**src/design/ppm_stream_to_grayscale_macros.svh**
```systemverilog
// Assertion macros used by the PPM grayscale top level.
`ifndef PPM_STREAM_TO_GRAYSCALE_MACROS_SVH
`define PPM_STREAM_TO_GRAYSCALE_MACROS_SVH

// same-cycle implication, sampled on clk, off during reset
`define PPMG_ASSERT_NOW(lbl, ante, cons) \
	lbl: assert property (@(posedge clk) disable iff (!arst_n) (ante) |-> (cons)) \
		else $error("ppm grayscale check failed");

// next-cycle implication, sampled on clk, off during reset
`define PPMG_ASSERT_NEXT(lbl, ante, cons) \
	lbl: assert property (@(posedge clk) disable iff (!arst_n) (ante) |=> (cons)) \
		else $error("ppm grayscale check failed");

`endif

```
**src/design/ppmgray_pkg.sv**
```systemverilog
// Shared types and status codes of the PPM grayscale converter.
package ppmgray_pkg;

	localparam logic [1:0] ST_OK  = 2'd0;
	localparam logic [1:0] ST_HDR = 2'd1;
	localparam logic [1:0] ST_LEN = 2'd2;

	// up to three results caused by one input item
	typedef struct packed {
		logic [1:0] n;          // number of results, 0..3
		logic [7:0] first_byte; // byte of every result but the final one
		logic [7:0] fin_byte;
		logic       fin_last;
		logic [1:0] fin_status;
	} res_bundle_t;

endpackage

```
**src/design/ppm_stream_to_grayscale.sv**
```systemverilog
// Top level of the binary PPM to grayscale stream converter.
// Usage:
//   The input channel takes the file one byte per item (in_byte, in_last on
//   the final byte). Header bytes "P6\n", width, space, height, newline and
//   "255\n" are echoed; each RGB pixel gives its gray value three times.
//   Errors give one item with out_byte 0, out_last 1 and a nonzero status.
//   gray_method (APB register 0, bit 0) picks average or 21/71/8 luminance.
// Timing:
//   An accepted item is held in the input register; its first result
//   is on the output channel the cycle after it leaves that register.
//   Red and green bytes go at one item per cycle, header bytes too while
//   out_stall is low. A blue byte loads three results into the result
//   register, which drains them while the next red and green bytes go on.
// Reset clears the parser to the start of a file and gray_method to 0.
// With out_stall high, results hold; the input register fills and in_stall
// rises only when the next item itself needs the result register.
`include "ppm_stream_to_grayscale_macros.svh"

module ppm_stream_to_grayscale #(
	parameter int DIM_BITS = 12
) (
	input  logic        clk,
	input  logic        arst_n,
	input  logic        in_valid,
	output logic        in_stall,
	input  logic [7:0]  in_byte,
	input  logic        in_last,
	output logic        out_valid,
	input  logic        out_stall,
	output logic [7:0]  out_byte,
	output logic        out_last,
	output logic [1:0]  status,
	input  logic        psel,
	input  logic        penable,
	input  logic        pwrite,
	input  logic [1:0]  paddr,
	input  logic [31:0] pwdata,
	output logic [31:0] prdata,
	output logic        pready
);
	import ppmgray_pkg::*;

	logic        valid_s1;
	logic [7:0]  byte_s1;
	logic        last_s1;
	logic        gray_method_q;
	logic        adv, load_ok, res_load;
	res_bundle_t res;

	assign pready   = 1'b1;
	assign prdata   = {31'd0, gray_method_q};
	assign in_stall = valid_s1 && !adv;
	assign res_load = adv && (res.n != 2'd0);

	always_ff @(posedge clk or negedge arst_n) begin
		if (!arst_n) begin
			gray_method_q <= 1'b0;
		end else if (psel && penable && pwrite && pready && paddr[1:0] == 2'd0) begin
			gray_method_q <= pwdata[0];
		end else if (psel && penable && pwrite && pready) begin
			// byte offsets inside register 0 still address it
			gray_method_q <= pwdata[0];
		end
	end

	always_ff @(posedge clk or negedge arst_n) begin
		if (!arst_n) begin
			valid_s1 <= 1'b0;
		end else if (!in_stall) begin
			valid_s1 <= in_valid;
		end
	end

	always_ff @(posedge clk) begin
		if (in_valid && !in_stall) begin
			byte_s1 <= in_byte;
			last_s1 <= in_last;
		end
	end

	ppmgray_parse #(
		.DIM_BITS (DIM_BITS)
	) u_parse (
		.clk         (clk),
		.arst_n      (arst_n),
		.item_valid  (valid_s1),
		.item_byte   (byte_s1),
		.item_last   (last_s1),
		.gray_method (gray_method_q),
		.load_ok     (load_ok),
		.adv         (adv),
		.res         (res)
	);

	ppmgray_emit u_emit (
		.clk       (clk),
		.arst_n    (arst_n),
		.load      (res_load),
		.res       (res),
		.out_stall (out_stall),
		.load_ok   (load_ok),
		.out_valid (out_valid),
		.out_byte  (out_byte),
		.out_last  (out_last),
		.status    (status)
	);

	`PPMG_ASSERT_NOW(a_err_item_shape, out_valid && status != ST_OK, out_last && out_byte == 8'd0)
	`PPMG_ASSERT_NOW(a_load_when_free, res_load, load_ok)
	`PPMG_ASSERT_NEXT(a_held_item_kept, in_stall, valid_s1)
endmodule

```
**src/design/ppmgray_gray.sv**
```systemverilog
// Gray value of one pixel from the partial channel sums and the blue byte.
module ppmgray_gray (
	input  logic [9:0]  avg_part,
	input  logic [14:0] lum_part,
	input  logic [7:0]  blue,
	input  logic        method,
	output logic [7:0]  gray
);
	logic [9:0]  avg_sum;
	logic [14:0] lum_sum;
	logic [19:0] avg_prod;
	logic [27:0] lum_prod;

	assign avg_sum = avg_part + {2'b00, blue};
	assign lum_sum = lum_part + {4'b0000, blue, 3'b000};

	// x/3 as (x*683)>>11 for x <= 765, x/100 as (x*5243)>>19 for x <= 25500
	assign avg_prod = {10'd0, avg_sum} * 20'd683;
	assign lum_prod = {13'd0, lum_sum} * 28'd5243;

	assign gray = method ? lum_prod[26:19] : avg_prod[18:11];
endmodule

```
**src/design/ppmgray_parse.sv**
```systemverilog
// Header parser, pixel counter and result bundle generation.
module ppmgray_parse #(
	parameter int DIM_BITS = 12
) (
	input  logic                      clk,
	input  logic                      arst_n,
	input  logic                      item_valid,
	input  logic [7:0]                item_byte,
	input  logic                      item_last,
	input  logic                      gray_method,
	input  logic                      load_ok,
	output logic                      adv,
	output ppmgray_pkg::res_bundle_t  res
);
	import ppmgray_pkg::*;

	localparam int BLW = 2 * DIM_BITS + 2;
	localparam int TW  = 2 * DIM_BITS;

	localparam logic [2:0] PH_MAGIC  = 3'd0;
	localparam logic [2:0] PH_WIDTH  = 3'd1;
	localparam logic [2:0] PH_HEIGHT = 3'd2;
	localparam logic [2:0] PH_MAXVAL = 3'd3;
	localparam logic [2:0] PH_PIXELS = 3'd4;
	localparam logic [2:0] PH_TAIL   = 3'd5;
	localparam logic [2:0] PH_SKIP   = 3'd6;

	localparam logic [7:0] CH_P  = 8'h50;
	localparam logic [7:0] CH_6  = 8'h36;
	localparam logic [7:0] CH_2  = 8'h32;
	localparam logic [7:0] CH_5  = 8'h35;
	localparam logic [7:0] CH_0  = 8'h30;
	localparam logic [7:0] CH_9  = 8'h39;
	localparam logic [7:0] CH_SP = 8'h20;
	localparam logic [7:0] CH_LF = 8'h0a;

	logic [2:0]          phase_q, phase_d;
	logic [1:0]          hpos_q, hpos_d;
	logic [DIM_BITS-1:0] width_q, width_d, height_q, height_d;
	logic [TW-1:0]       total_q;
	logic [BLW-1:0]      bytes_left_q, bytes_left_d;
	logic [1:0]          chan_q, chan_d;
	logic [9:0]          avg_q, avg_d;
	logic [14:0]         lum_q, lum_d;

	logic [7:0]            magic_exp, maxval_exp;
	logic                  is_digit;
	logic [DIM_BITS+3:0]   dig_src, dig_val;
	logic                  dig_ovf;
	logic [14:0]           b_ext;
	logic [7:0]            gray;
	logic                  echo, echo_last, err, restart, gray_emit, gray_last;
	logic [1:0]            err_st;

	assign magic_exp  = (hpos_q == 2'd0) ? CH_P : (hpos_q == 2'd1) ? CH_6 : CH_LF;
	assign maxval_exp = (hpos_q == 2'd0) ? CH_2 : (hpos_q == 2'd3) ? CH_LF : CH_5;

	assign is_digit = (item_byte >= CH_0) && (item_byte <= CH_9);
	assign dig_src  = {4'b0000, (phase_q == PH_WIDTH) ? width_q : height_q};
	assign dig_val  = (dig_src << 3) + (dig_src << 1)
	                + {{(DIM_BITS){1'b0}}, item_byte[3:0]};
	assign dig_ovf  = |dig_val[DIM_BITS+3:DIM_BITS];

	assign b_ext = {7'd0, item_byte};

	ppmgray_gray u_gray (
		.avg_part (avg_q),
		.lum_part (lum_q),
		.blue     (item_byte),
		.method   (gray_method),
		.gray     (gray)
	);

	always_comb begin
		phase_d      = phase_q;
		hpos_d       = hpos_q;
		width_d      = width_q;
		height_d     = height_q;
		bytes_left_d = bytes_left_q;
		chan_d       = chan_q;
		avg_d        = avg_q;
		lum_d        = lum_q;
		echo         = 1'b0;
		echo_last    = 1'b0;
		err          = 1'b0;
		err_st       = ST_HDR;
		restart      = 1'b0;
		gray_emit    = 1'b0;
		gray_last    = 1'b0;
		case (phase_q)
			PH_MAGIC: begin
				if (item_byte != magic_exp) begin
					err = 1'b1;
				end else begin
					echo = 1'b1;
					if (hpos_q == 2'd2) begin
						phase_d = PH_WIDTH;
						hpos_d  = 2'd0;
					end else begin
						hpos_d = hpos_q + 2'd1;
					end
					if (item_last) err = 1'b1;
				end
			end
			PH_WIDTH, PH_HEIGHT: begin
				if (is_digit) begin
					if (dig_ovf) begin
						err = 1'b1;
					end else begin
						echo = 1'b1;
						if (phase_q == PH_WIDTH) width_d = dig_val[DIM_BITS-1:0];
						else height_d = dig_val[DIM_BITS-1:0];
					end
				end else if (phase_q == PH_WIDTH && item_byte == CH_SP) begin
					echo    = 1'b1;
					phase_d = PH_HEIGHT;
				end else if (phase_q == PH_HEIGHT && item_byte == CH_LF) begin
					echo    = 1'b1;
					phase_d = PH_MAXVAL;
					hpos_d  = 2'd0;
				end else begin
					err = 1'b1;
				end
				if (echo && item_last) err = 1'b1;
			end
			PH_MAXVAL: begin
				if (item_byte != maxval_exp) begin
					err = 1'b1;
				end else if (hpos_q != 2'd3) begin
					echo   = 1'b1;
					hpos_d = hpos_q + 2'd1;
					if (item_last) err = 1'b1;
				end else begin
					echo         = 1'b1;
					bytes_left_d = ({{2{1'b0}}, total_q} << 1) + {{2{1'b0}}, total_q};
					chan_d       = 2'd0;
					if (total_q == '0) begin
						// empty image: the newline ends the file
						echo_last = item_last;
						phase_d   = PH_TAIL;
						restart   = item_last;
					end else begin
						phase_d = PH_PIXELS;
						if (item_last) begin
							err    = 1'b1;
							err_st = ST_LEN;
						end
					end
				end
			end
			PH_PIXELS: begin
				if (item_last && bytes_left_q > BLW'(1)) begin
					err    = 1'b1;
					err_st = ST_LEN;
				end else begin
					bytes_left_d = bytes_left_q - BLW'(1);
					case (chan_q)
						2'd0: begin
							avg_d  = {2'b00, item_byte};
							lum_d  = (b_ext << 4) + (b_ext << 2) + b_ext;
							chan_d = 2'd1;
						end
						2'd1: begin
							avg_d  = avg_q + {2'b00, item_byte};
							lum_d  = lum_q + (b_ext << 6) + (b_ext << 2) + (b_ext << 1) + b_ext;
							chan_d = 2'd2;
						end
						default: begin
							gray_emit = 1'b1;
							gray_last = (bytes_left_d == '0) && item_last;
							chan_d    = 2'd0;
						end
					endcase
					if (bytes_left_d == '0) begin
						phase_d = PH_TAIL;
						restart = item_last;
					end
				end
			end
			PH_TAIL: begin
				err    = 1'b1;
				err_st = ST_LEN;
			end
			PH_SKIP: begin
				restart = item_last;
			end
			default: begin
				restart = 1'b1;
			end
		endcase
		if (err || restart) begin
			phase_d      = (err && !item_last) ? PH_SKIP : PH_MAGIC;
			hpos_d       = 2'd0;
			width_d      = '0;
			height_d     = '0;
			bytes_left_d = '0;
			chan_d       = 2'd0;
			avg_d        = '0;
			lum_d        = '0;
		end
	end

	always_comb begin
		res = '0;
		if (gray_emit) begin
			res.n          = 2'd3;
			res.first_byte = gray;
			res.fin_byte   = gray;
			res.fin_last   = gray_last;
			res.fin_status = ST_OK;
		end else if (echo && err) begin
			res.n          = 2'd2;
			res.first_byte = item_byte;
			res.fin_byte   = 8'd0;
			res.fin_last   = 1'b1;
			res.fin_status = err_st;
		end else if (echo) begin
			res.n          = 2'd1;
			res.fin_byte   = item_byte;
			res.fin_last   = echo_last;
			res.fin_status = ST_OK;
		end else if (err) begin
			res.n          = 2'd1;
			res.fin_byte   = 8'd0;
			res.fin_last   = 1'b1;
			res.fin_status = err_st;
		end
	end

	// items without results never wait for the result register
	assign adv = item_valid && ((res.n == 2'd0) || load_ok);

	always_ff @(posedge clk or negedge arst_n) begin
		if (!arst_n) begin
			phase_q      <= PH_MAGIC;
			hpos_q       <= 2'd0;
			width_q      <= '0;
			height_q     <= '0;
			bytes_left_q <= '0;
			chan_q       <= 2'd0;
			avg_q        <= '0;
			lum_q        <= '0;
		end else if (adv) begin
			phase_q      <= phase_d;
			hpos_q       <= hpos_d;
			width_q      <= width_d;
			height_q     <= height_d;
			bytes_left_q <= bytes_left_d;
			chan_q       <= chan_d;
			avg_q        <= avg_d;
			lum_q        <= lum_d;
		end
	end

	// pixel count, ready well before the closing newline of the header
	always_ff @(posedge clk) begin
		if (adv && phase_q == PH_MAXVAL) begin
			total_q <= TW'(width_q) * TW'(height_q);
		end
	end
endmodule

```
**src/design/ppmgray_emit.sv**
```systemverilog
// Result register: holds one bundle and hands out its results one per cycle while out_stall is low.
module ppmgray_emit (
	input  logic                     clk,
	input  logic                     arst_n,
	input  logic                     load,
	input  ppmgray_pkg::res_bundle_t res,
	input  logic                     out_stall,
	output logic                     load_ok,
	output logic                     out_valid,
	output logic [7:0]               out_byte,
	output logic                     out_last,
	output logic [1:0]               status
);
	import ppmgray_pkg::*;

	logic [1:0] cnt_q;
	logic [7:0] first_byte_q, fin_byte_q;
	logic       fin_last_q;
	logic [1:0] fin_status_q;
	logic       out_accept;

	assign out_valid  = (cnt_q != 2'd0);
	assign out_accept = out_valid && !out_stall;
	assign load_ok    = (cnt_q == 2'd0) || (cnt_q == 2'd1 && out_accept);

	assign out_byte = (cnt_q == 2'd1) ? fin_byte_q : first_byte_q;
	assign out_last = (cnt_q == 2'd1) ? fin_last_q : 1'b0;
	assign status   = (cnt_q == 2'd1) ? fin_status_q : ST_OK;

	always_ff @(posedge clk or negedge arst_n) begin
		if (!arst_n) begin
			cnt_q <= 2'd0;
		end else if (load) begin
			cnt_q <= res.n;
		end else if (out_accept) begin
			cnt_q <= cnt_q - 2'd1;
		end
	end

	always_ff @(posedge clk) begin
		if (load) begin
			first_byte_q <= res.first_byte;
			fin_byte_q   <= res.fin_byte;
			fin_last_q   <= res.fin_last;
			fin_status_q <= res.fin_status;
		end
	end
endmodule
```
**config.mk**
```make
export PLATFORM = sky130hd
export DESIGN_NAME = ppm_stream_to_grayscale
export DESIGN_NICKNAME = d
export VERILOG_FILES = /design/src/design/ppmgray_pkg.sv /design/src/design/ppm_stream_to_grayscale.sv /design/src/design/ppmgray_gray.sv /design/src/design/ppmgray_parse.sv /design/src/design/ppmgray_emit.sv
export VERILOG_INCLUDE_DIRS = /design/src /design/src/design
export SDC_FILE = /design/constraint.sdc
export NUM_CORES = 1
export LEC_CHECK = 0
export ABC_AREA = 1
export BUFFER_PORTS_ARGS = -buffer_cell sky130_fd_sc_hd__buf_2
export CORE_MARGIN = 2
export CORE_UTILIZATION = 65
export DETAILED_ROUTE_END_ITERATION = 6
export GPL_TIMING_DRIVEN = 0
export HOLD_SLACK_MARGIN = 0.12
export PLACE_DENSITY = 0.95
export SYNTH_ARGS = -nofsm -noshare
export SYNTH_HDL_FRONTEND = slang
export SYNTH_SLANG_ARGS = --single-unit
```
**constraint.sdc**
```tcl
create_clock -name clk -period 8.4 [get_ports clk]
set_clock_uncertainty 0.1 [all_clocks]
set_input_delay 1.68 -clock clk [delete_from_list [all_inputs] [get_ports clk]]
set_output_delay 1.68 -clock clk [all_outputs]
set_load 0.005 [all_outputs]
```
==> impl_metrics.yaml <==
run_status:
  status: "finished clean"
worst_hold_path:
  holdPathEnd: "u_parse.avg_q[3]"
  hold_class: "flop to flop"
  hold_depth: 2
  hold_path.startpoint: "u_parse.avg_q[3]"
logic_synthesis:
  yosysWarningCount: 0
  yosysUniqueCellTypes: 58
  ys_seq_elements: 138
  post-synth-top-count-cell: "nand2_1"
  async_reset_ff_frac: 0.6232
  ys_top_cells_by_count: "629 x nand2_1, 545 x inv_1, 354 x ha_1, 214 x fa_1, 155 x nor2_1"
  netlist_top_cells_area: "ha_1 20%, fa_1 19%, nand2_1 10%"
  yosys.area.top_type_share: 0.1965
  syn_avg_cell_area_um2: 7.887
  syn_area_um2: 22540
  synth_top_cell_by_area: "ha_1"
  synthCells: 2858
  synthFlopType: "dfrtp_1"
  synth-edff-count: 52
  ys_seq_area_frac: 0.1648
global_route:
  use_met1: 0.4341
  gr-usage-met3: 0.06607
  overflow: 0
  grt_start_max_net_pins: 70
  grt_pass1_vias: 20520
  gr-max-usage-layer: "met2"
  grt_pass1_wl_um: 98210
  use_met2: 0.5514
  antenna_found_initial: 0
  groute.usage.overall: 0.3401
setup_path:
  end_kind: "flop"
  r2r-start: "byte_s1[0]"
  critPathRequiredTime_ns: 8.57
  path_class: "flop to flop"
  r2r-end: "u_emit.first_byte_q[5]"
  rrSetupSlack_ns: 0.38
  reg2reg_depth: 28
  worstSetupStartpointType: "flop"
  crit_top_cell: "fa_1"
  slowest_stage: "fa_1"
  worstPathArrival_ns: 8.19
  max_stage_delay_ns: 0.56
  worst-path-max-fanout: 6
cells_and_area:
  area_growth_pct: 7.039
  fillers: 2458
  num_antenna_cells: 0
  drive_gt1_frac: 0.07179
  num-nets-final: 3572
route:
  drtIter0Drc: 2182
  num_vias: 20580
  post_drt_wl_per_cell_um: 17.92
  firstDrtPassIters: 7
  drc: 0
  drt-total-wl_um: 61310
  antenna_violating_nets_post_route: 0
  viasPerCell: 6.014
floorplan:
  fp.dieW_um: 190.2
  die_area_um2: 36180
  start_util: 0.6558
  pin_count: 96
  dieHeight_um: 190.2
  rows: 68
  core_um2: 34370
clock_network:
  htreeDepth: 4
  cts-root-buf: "clkbuf_16"
  cts_buffer_depth: 2
  clkTransAtPathRegs_ns: 0.06
  tritoncts: "built"
  cts_buffers: 17
  clkSinkCount: 138
  clock_latency_ns: 0.45
timing:
  finalCritPeriodShare: 0.9552
  slew_headroom: 0.3107
  setup_viol: 0
  fin_crit_ns: 8.024
  worst_slew_pin_slew_ns: 1.030
  max_freq_mhz: 124.6
  slew_violations: 0
  setup_tns_ns: 0
  hold_viol: 0
  hold_ws_ns: 0.4162
placement:
  dp_hpwl_um: 47580
  io_buffers: 30
  place_congestion: 0.9634
flow_run:
  maxCapViolCount: 0
==> placed cells by master (no fill, tap or decap), drive strengths merged, types with 10 or more instances in the layout <==
cell type	instances
a21oi	138
a31oi	10
buf	102
clkbuf	54
clkinv	10
conb	32
dfrtp	86
edfxtp	52
fa	214
ha	354
inv	553
nand2	638
nand3	110
nand4	28
nor2	170
nor3	19
o211ai	27
o21ai	184
o21bai	17
o31ai	11
or2	11
xnor2	31
xor2	50
==> worst max-delay path by stage <==
| stage | to | cells after the start | startpoint |
|---|---|---|---|
| 2_1_floorplan | u_emit.fin_byte_q[6] | 30 | byte_s1[0] |
| 3_3_place_gp | u_emit.first_byte_q[5] | 28 | byte_s1[3] |
| 3_5_place_dp | u_emit.fin_byte_q[5] | 27 | byte_s1[3] |
| 4_1_cts | u_emit.first_byte_q[5] | 27 | byte_s1[3] |
| 5_1_grt | u_emit.first_byte_q[5] | 28 | byte_s1[0] |
| 6_report | u_emit.first_byte_q[5] | 28 | byte_s1[0] |
==> through the flow <==
stage | area [um^2] | worst slack [ns] | cells | utilization
2_1_floorplan | 22650 | 1.802 | 2888 | -
3_3_place_gp | 23370 | 0.5817 | 3373 | 0.6800
3_5_place_dp | 23420 | 0.3289 | 3375 | 0.6813
4_1_cts | 24000 | 0.2027 | 3407 | 0.6982
5_1_grt | 24130 | -0.02522 | 3422 | 0.7019
6_report | 24130 | 0.3764 | 3422 | 0.7019
==> critical path: cells and delay by family (launching register included) <==
kind / cells / cell delay [ns]
adder cells (fa/ha/maj): 8 / 3.45
AO/OA/AOI/OAI: 8 / 1.62
AND/OR/NAND/NOR: 8 / 1.45
flip-flops: 1 / 0.48
XOR/XNOR: 1 / 0.39
buffers and inverters: 3 / 0.36
==> what timing repair did <==
item	4_1_cts	5_1_grt
gates resized for setup	0	2
buffers inserted	0	15
hold buffers	0	0
endpoints found under the setup margin	0	13
==> flip-flops by register name, indices dropped and copies added, names as in the netlist, 8 cells and up <==
signal and cells:
byte_s1 8, u_emit.first_byte_q 8, u_parse.avg_q 10, u_parse.lum_q 15, u_parse.height_q 12, u_emit.fin_byte_q 8
u_parse.bytes_left_q 26, u_parse.total_q 24, u_parse.width_q 12
==> logic make-up (layout without fill, tap and decap cells) <==
group,count (synthesis),count (layout),synth area share
muxes,10,10,0.004885
AOI/OAI and AO/OA,422,422,0.1096
other,2,32,0.0003332
DFF,138,138,0.1648
xor gates and xnor gates,81,81,0.03147
and+or+nand+nor,993,993,0.1861
buffers and inverters,644,723,0.1162
adders and majority gates,568,568,0.3866
==> layout make-up <==
type	instances	area [um^2]	area share
Timing Repair Buffer	47	307.8	0.01276
Clock buffer	19	432.9	0.01794
Inverter	554	2079	0.08619
Clock inverter	13	146.4	0.006068
Tap cell	455	569.3	0.02360
Buffer	90	540.5	0.02240
Sequential cell	138	3714	0.1539
Multi-Input combinational cell	2106	16340	0.6771
==> layer usage <==
metal,vias to the layer above,wire length [um]
met4,0,3346
met1,9647,23510
li1,9275,-
met3,334,6308
met2,1325,28140
met5,-,0
Power is not shown: default switching activity piles up to over one toggle a cycle in this logic, so the estimate is an artifact.
